## config.mk

```make
export PLATFORM = sky130hd
export DESIGN_NAME = wpf3d_mac
export DESIGN_NICKNAME = d
export VERILOG_FILES = /design/src/design/waypoint_path_follower_3d_unit_assert.svh /design/src/design/wpf3d_pkg.sv /design/src/design/wpf3d_mac.sv
export SDC_FILE = /design/constraint.sdc
export NUM_CORES = 2
export LEC_CHECK = 0
export ABC_AREA = 1
export BUFFER_PORTS_ARGS = -buffer_cell sky130_fd_sc_hd__buf_2
export CAP_MARGIN = 20
export CORE_MARGIN = 10
export CORE_UTILIZATION = 30
export DETAILED_ROUTE_END_ITERATION = 6
export PLACE_DENSITY = 0.43
export SLEW_MARGIN = 20
export SYNTH_ARGS = -nofsm -noshare
export SYNTH_HDL_FRONTEND = slang
export SYNTH_SLANG_ARGS = --single-unit
```

## constraint.sdc

```tcl
create_clock -name clk -period 25.7 [get_ports clk]
set_clock_uncertainty 0.2 [all_clocks]
set_input_delay 3.855 -clock clk [delete_from_list [all_inputs] [get_ports clk]]
set_output_delay 3.855 -clock clk [all_outputs]
set_load 0.1 [all_outputs]
```

## src/design/waypoint_path_follower_3d_unit_assert.svh

```systemverilog
// Assertion macros for the waypoint path follower.
`ifndef WAYPOINT_PATH_FOLLOWER_3D_UNIT_ASSERT_SVH
`define WAYPOINT_PATH_FOLLOWER_3D_UNIT_ASSERT_SVH

// Same-cycle implication, sampled on clk, off while arst_n is low.
`define WPF3D_ASSERT_IMP(label, ante, cons, msg) \
	label: assert property (@(posedge clk) disable iff (!arst_n) (ante) |-> (cons)) \
		else $error(msg);

// Next-cycle implication, sampled on clk, off while arst_n is low.
`define WPF3D_ASSERT_NXT(label, ante, cons, msg) \
	label: assert property (@(posedge clk) disable iff (!arst_n) (ante) |=> (cons)) \
		else $error(msg);

`endif

```

## src/design/wpf3d_pkg.sv

```systemverilog
// Shared types, widths and codes of the waypoint path follower.
package wpf3d_pkg;
	localparam int MAX_WAYPOINTS_DEF = 16;
	localparam int POS_WIDTH_DEF     = 32;

	localparam int COORD_W   = 32;
	localparam int SLOT_W    = 4;
	localparam int TGT_OUT_W = 4;
	localparam int PLEN_W    = 5;
	localparam int DIR_W     = 18;
	localparam int FRAC_W    = 16;
	localparam int DIGIT_W   = 16;
	localparam int CFG_IDX_W = 3;

	typedef enum logic [1:0] {
		OP_STEP    = 2'd0,
		OP_LOAD    = 2'd1,
		OP_RESTART = 2'd2,
		OP_NOP     = 2'd3
	} op_t;

	localparam logic [CFG_IDX_W-1:0] CFG_SPEED_X  = 3'd0;
	localparam logic [CFG_IDX_W-1:0] CFG_SPEED_Y  = 3'd1;
	localparam logic [CFG_IDX_W-1:0] CFG_SPEED_Z  = 3'd2;
	localparam logic [CFG_IDX_W-1:0] CFG_START_X  = 3'd3;
	localparam logic [CFG_IDX_W-1:0] CFG_START_Y  = 3'd4;
	localparam logic [CFG_IDX_W-1:0] CFG_START_Z  = 3'd5;
	localparam logic [CFG_IDX_W-1:0] CFG_PATH_LEN = 3'd6;
endpackage

```

## src/design/wpf3d_mac.sv

```systemverilog
// Shared multiply-accumulate: one multiplicand times one 16-bit digit per cycle while en is high.
module wpf3d_mac #(
	parameter int MW = 33,
	parameter int AW = 68,
	parameter int KW = 2
) (
	input  logic                          clk,
	input  logic                          en,
	input  logic                          first,
	input  logic [MW-1:0]                 a,
	input  logic [wpf3d_pkg::DIGIT_W-1:0] digit,
	input  logic [KW-1:0]                 k,
	output logic [AW-1:0]                 acc
);
	logic [MW+wpf3d_pkg::DIGIT_W-1:0] pp;
	logic [AW-1:0]                    pp_sh;
	logic [AW-1:0]                    acc_q;

	// Form the partial product and place it at its digit position
	assign pp    = a * digit;
	assign pp_sh = AW'(pp) << {k, 4'b0000};

	// Load on the first digit, accumulate after
	always_ff @(posedge clk) begin
		if (en) begin
			acc_q <= first ? pp_sh : acc_q + pp_sh;
		end
	end

	assign acc = acc_q;
endmodule

```

# After elaboration in Yosys (flattened, before gate mapping)
# Index checks and enable logic that the tools add are counted.
# word_totals
regBits,68
out_inout_bits,68
# classes
addsub,1
n_mul,1
n_shift,1
n_mux,1
# op_table
operator,count
adder 68 bit,1
two-way mux 68 bit,1
<< shifter 49 x 6 -> 68 bit,1
multiplier 33 x 16 -> 49 bit,1

# Longest topological paths before layout
# logic_depth
ltp_word,4
depth_mapped,46

# Least setup slack after synthesis
# No wires, ideal clock.
# synth_path
kind,input port to flip-flop
start,in a[13]
end,"reg acc_q[67], in the netlist acc[67] (data pin)"
arrival_ns,10.396
required_time_ns,25.245
path_slack_ns,14.849
path_stages,42
n_path_buf,2
cell_sequence,clkbuf_1 -> clkbuf_1 -> nand2_1 -> fa_1 -> inv_1 -> fa_1 -> inv_1 -> fa_1 -> inv_1 -> fa_1 -> inv_1 -> fa_1 -> inv_1 -> fa_1 -> ha_1 -> nand2_1 -> inv_1 -> nand2_1 -> [... 6 more ...] -> nand2_1 -> nand2_1 -> nand2_1 -> nand2_1 -> nand2_1 -> inv_1 -> ha_1 -> nand2_1 -> inv_1 -> nand2_1 -> nor2_1 -> nand3_1 -> nor3_1 -> nand3_1 -> nand3_1 -> nand2_1 -> nand4_1 -> nand2_1
# synth_via
elab_chain_cells,4
# synth_rtl
element,line,text
"start, declared",wpf3d_mac.sv:10,"input logic [MW-1:0] a,"
multiplier 33 x 16 -> 49 bit *,wpf3d_mac.sv:20,assign pp = a * digit;
<< shifter 49 x 6 -> 68 bit *,wpf3d_mac.sv:21,"assign pp_sh = AW'(pp) << {k, 4'b0000};"
adder 68 bit,wpf3d_mac.sv:26,acc_q <= first ? pp_sh : acc_q + pp_sh;
two-way mux 68 bit *,wpf3d_mac.sv:26,
"end signal, assigned",wpf3d_mac.sv:26,
"end, declared",wpf3d_mac.sv:17,logic [AW-1:0] acc_q;
# Mark *: on every way between the ends. The rest lies on a longest branch, timed or not.
# A chain may end at the register's enable or synchronous reset.

# Worst setup path after layout
# layout_path
start,in digit[1] (netlist name)
end,"reg acc_q[58], in the netlist acc[58] (data pin)"
# layout_via
elab_chain_cells,4
# layout_rtl
element,line,text
"start, declared",wpf3d_mac.sv:11,"input logic [wpf3d_pkg::DIGIT_W-1:0] digit,"
multiplier 33 x 16 -> 49 bit *,wpf3d_mac.sv:20,
<< shifter 49 x 6 -> 68 bit *,wpf3d_mac.sv:21,
adder 68 bit,wpf3d_mac.sv:26,
two-way mux 68 bit *,wpf3d_mac.sv:26,
# Marked as above.

==> results.json <==
{
  "outcome": "finished, final reports clean",
  "rsz0062_at_grt": "false",
  "via_per_inst": 4.747,
  "ys_types": 42,
  "final-hold-violation-count": 0,
  "clkTransAtPathRegs_ns": 0.07,
  "synth_edf_count": 68,
  "ys.warnings.count": 0,
  "fp.dieH_microns": 323.4,
  "grt_pass1_vias": 26208,
  "hpwlAfterDp_microns": 90410,
  "syn_to_final_growth_pct": 6.564,
  "antenna_cells": 0,
  "core-area_sq_um": 91520,
  "yosysSeqAreaShare_pct": 7.393,
  "worstMarginPinSlew_ns": 1.053,
  "drt-total-wl_microns": 104100,
  "setup_slack_ns": 13.28,
  "rows": 111,
  "synth_ff_type": "edfxtp_1",
  "ctsLongestPathBuffers": 2,
  "grt_start_max_net_pins": 69,
  "largest_reg_flops": 68,
  "crit_path_max_fanout": 33,
  "drv_cap": 0,
  "critPathKind": "in -> reg",
  "slowest_stage": "buf_2",
  "fin_nets": 4865,
  "async_reset_ff_share_pct": 0,
  "clock_tree.htree_level_count": 3,
  "synth-seq-cells": 68,
  "post_cts_buffers": 0,
  "drv_slew": 0,
  "drtIter0Drc": 1837,
  "fillers": 10208,
  "grt.overflow.total": 0,
  "place.gp.congestion": 1.023,
  "fin_crit_ns": 12.42,
  "hold_buffers": 0,
  "tritoncts": "yes",
  "relSlewSlack_pct": 29.79,
  "critPathMaxStageDelay_ns": 0.60,
  "drive_gt1_share_pct": 4.672,
  "final-setup-viol-count": 0,
  "dieArea_sq_um": 104600,
  "avgSynthCellArea_sq_um": 6.555,
  "clock_sinks": 68,
  "rrSetupSlack_ns": 21.78,
  "cp-end-kind": "flip-flop",
  "antenna_found_initial": 2,
  "die_x_microns": 323.4,
  "syn_inst": 4214,
  "synth_area_sq_um": 27620,
  "syn_nets": 4889,
  "cts_resized": 0,
  "hp-class": "reg -> reg",
  "worstPathRequired_ns": 25.64,
  "cp-start-kind": "primary input",
  "cp_common_cell": "nand2_1",
  "grt_usage_pct": 20.19,
  "final_antenna_net_count": 0,
  "detail_route.wl_per_cell_microns": 19.35,
  "seq_area_sq_um": 2042,
  "clock.fmax_ghz": 0.08053,
  "worst-path-buf-inv": 8,
  "cts_buffers": 9,
  "clk_latency_ns": 0.40,
  "period_share_pct": 48.32,
  "grt_pass1_wl_microns": 161000,
  "ios": 122,
  "post-place-ws_ns": 12.96,
  "initial_core_util_pct": 30.18,
  "first_pass_iters": 6,
  "multiInputGateArea_sq_um": 21120,
  "portBuffers": 121,
  "arrival_ns": 12.36,
  "setup_tns_ns": 0,
  "drc": 0,
  "dr_total_vias": 25542,
  "cts_root_buf": "clkbuf_16",
  "crit_family": "adder cells"
}
[cells in the final DEF, fill, tap and decap left out, types with 3 or more instances in the layout]
cell type	Yosys	routed
or2_1	3	3
buf_4	0	7
nand3b_1	16	16
xnor2_1	29	29
xor2_1	18	18
a21boi_0	7	7
clkbuf_16	0	9
ha_1	188	188
nand3_1	190	190
buf_2	7	120
and2_1	6	6
o21bai_1	32	32
nor2_1	262	262
nand2_1	1426	1426
edfxtp_1	68	68
nor2_2	13	13
nor3_1	15	15
o21a_1	4	4
clkinv_1	2	3
nand4_1	29	29
fa_1	433	433
inv_2	3	3
a21oi_1	142	142
o21ai_1	13	13
or2_2	13	13
a21o_1	5	5
o21ai_0	76	76
nor4_1	6	6
inv_1	1019	1019
nand2_2	16	16
[stage by stage]
step | cell area (sq um) | util (%) | hold slack, ns | instances
5_1_grt | 29430 | 32.16 | 0.6841 | 5381
6_report | 29430 | 32.16 | 0.5950 | 5381
3_5_place_dp | 29140 | 31.84 | 0.5747 | 5365
2_1_floorplan | 27620 | - | 1.019 | 4214
3_3_place_gp | 29140 | 31.84 | 0.5836 | 5365
4_1_cts | 29430 | 32.16 | 0.6035 | 5381
[cells by family (layout without fill, tap and decap cells)]
logic type | Yosys count | after routing | share of synthesized area, %
xor+xnor | 47 | 47 | 1.490
simple gates | 2006 | 2006 | 29.35
buf+inv | 1186 | 1167 | 16.15
compound gates | 286 | 286 | 5.717
flops | 68 | 68 | 7.393
fa+ha+maj | 621 | 621 | 39.90
[cells in the mapped netlist, types with 2 or more instances]
master	instances	area, sq um
nand2b_1	2	12.51
inv_2	3	11.26
nand3_1	190	950.9
a21oi_2	2	17.52
nor2_1	262	983.4
xor2_1	18	157.7
ha_1	188	2352
or2_0	2	12.51
nor2_2	13	81.33
a21o_1	5	37.54
o21bai_1	32	240.2
nand3_2	2	20.02
or2_1	3	18.77
nor4_1	6	37.54
nand2_1	1426	5353
buf_1	9	33.78
nand4_1	29	181.4
clkinv_1	2	7.510
o21ai_0	76	380.4
fa_1	433	8668
xnor2_1	29	254.0
and3_1	2	12.51
inv_1	1019	3825
and2_1	6	37.54
nor3_1	15	75.07
a21oi_1	142	710.7
edfxtp_1	68	2042
o21ai_1	13	65.06
o21a_1	4	30.03
a21boi_0	7	52.55
clkbuf_1	146	548.0
a31oi_1	2	12.51
buf_2	7	35.03
nand2_2	16	100.1
nand3b_1	16	120.1
or2_2	13	81.33
[layer usage]
layer  GRT usage [%]  routed length [microns]  vias to the layer above
li1                -                        -                    12327
met1           27.19                    47400                    12544
met2           34.45                    49850                      562
met3           2.012                     4455                      105
met4           4.681                     2390                        4
met5               0                       27                        -
[worst reg2reg max path, stage by stage, from the launching register on]
cell	delay [ns]
edfxtp_1	0.52
ha_1	0.45
inv_1	0.11
fa_1	0.39
inv_1	0.26
nand2_1	0.15
o21ai_2	0.28
nand2_1	0.09
nand2_1	0.19
nand2_1	0.07
nand2_1	0.21
nand2_1	0.08
nand2_1	0.17
nand2_1	0.10
nand4_1	0.08
nand2_1	0.08
nand2_1	0.15
nand2_1	0.09
[layout make-up]
class	instances	share of cell area (%)
Tap cell	1186	5.041
Clock buffer	9	0.7651
Inverter	1024	13.06
Clock inverter	7	0.2295
Timing Repair Buffer	127	2.219
Sequential cell	68	6.937
Multi-Input combinational cell	2960	71.75
[worst paths after layout]
path	from	to	cells past startpoint
setup reg to reg	acc[0]	acc[52]	17
setup / recovery	digit[1]	acc[58]	36
hold reg to reg	acc[67]	acc[67]	4
hold / removal	acc[67]	acc[67]	4
Power is not shown: default switching activity piles up to over one toggle a cycle in this logic, so the estimate is an artifact.
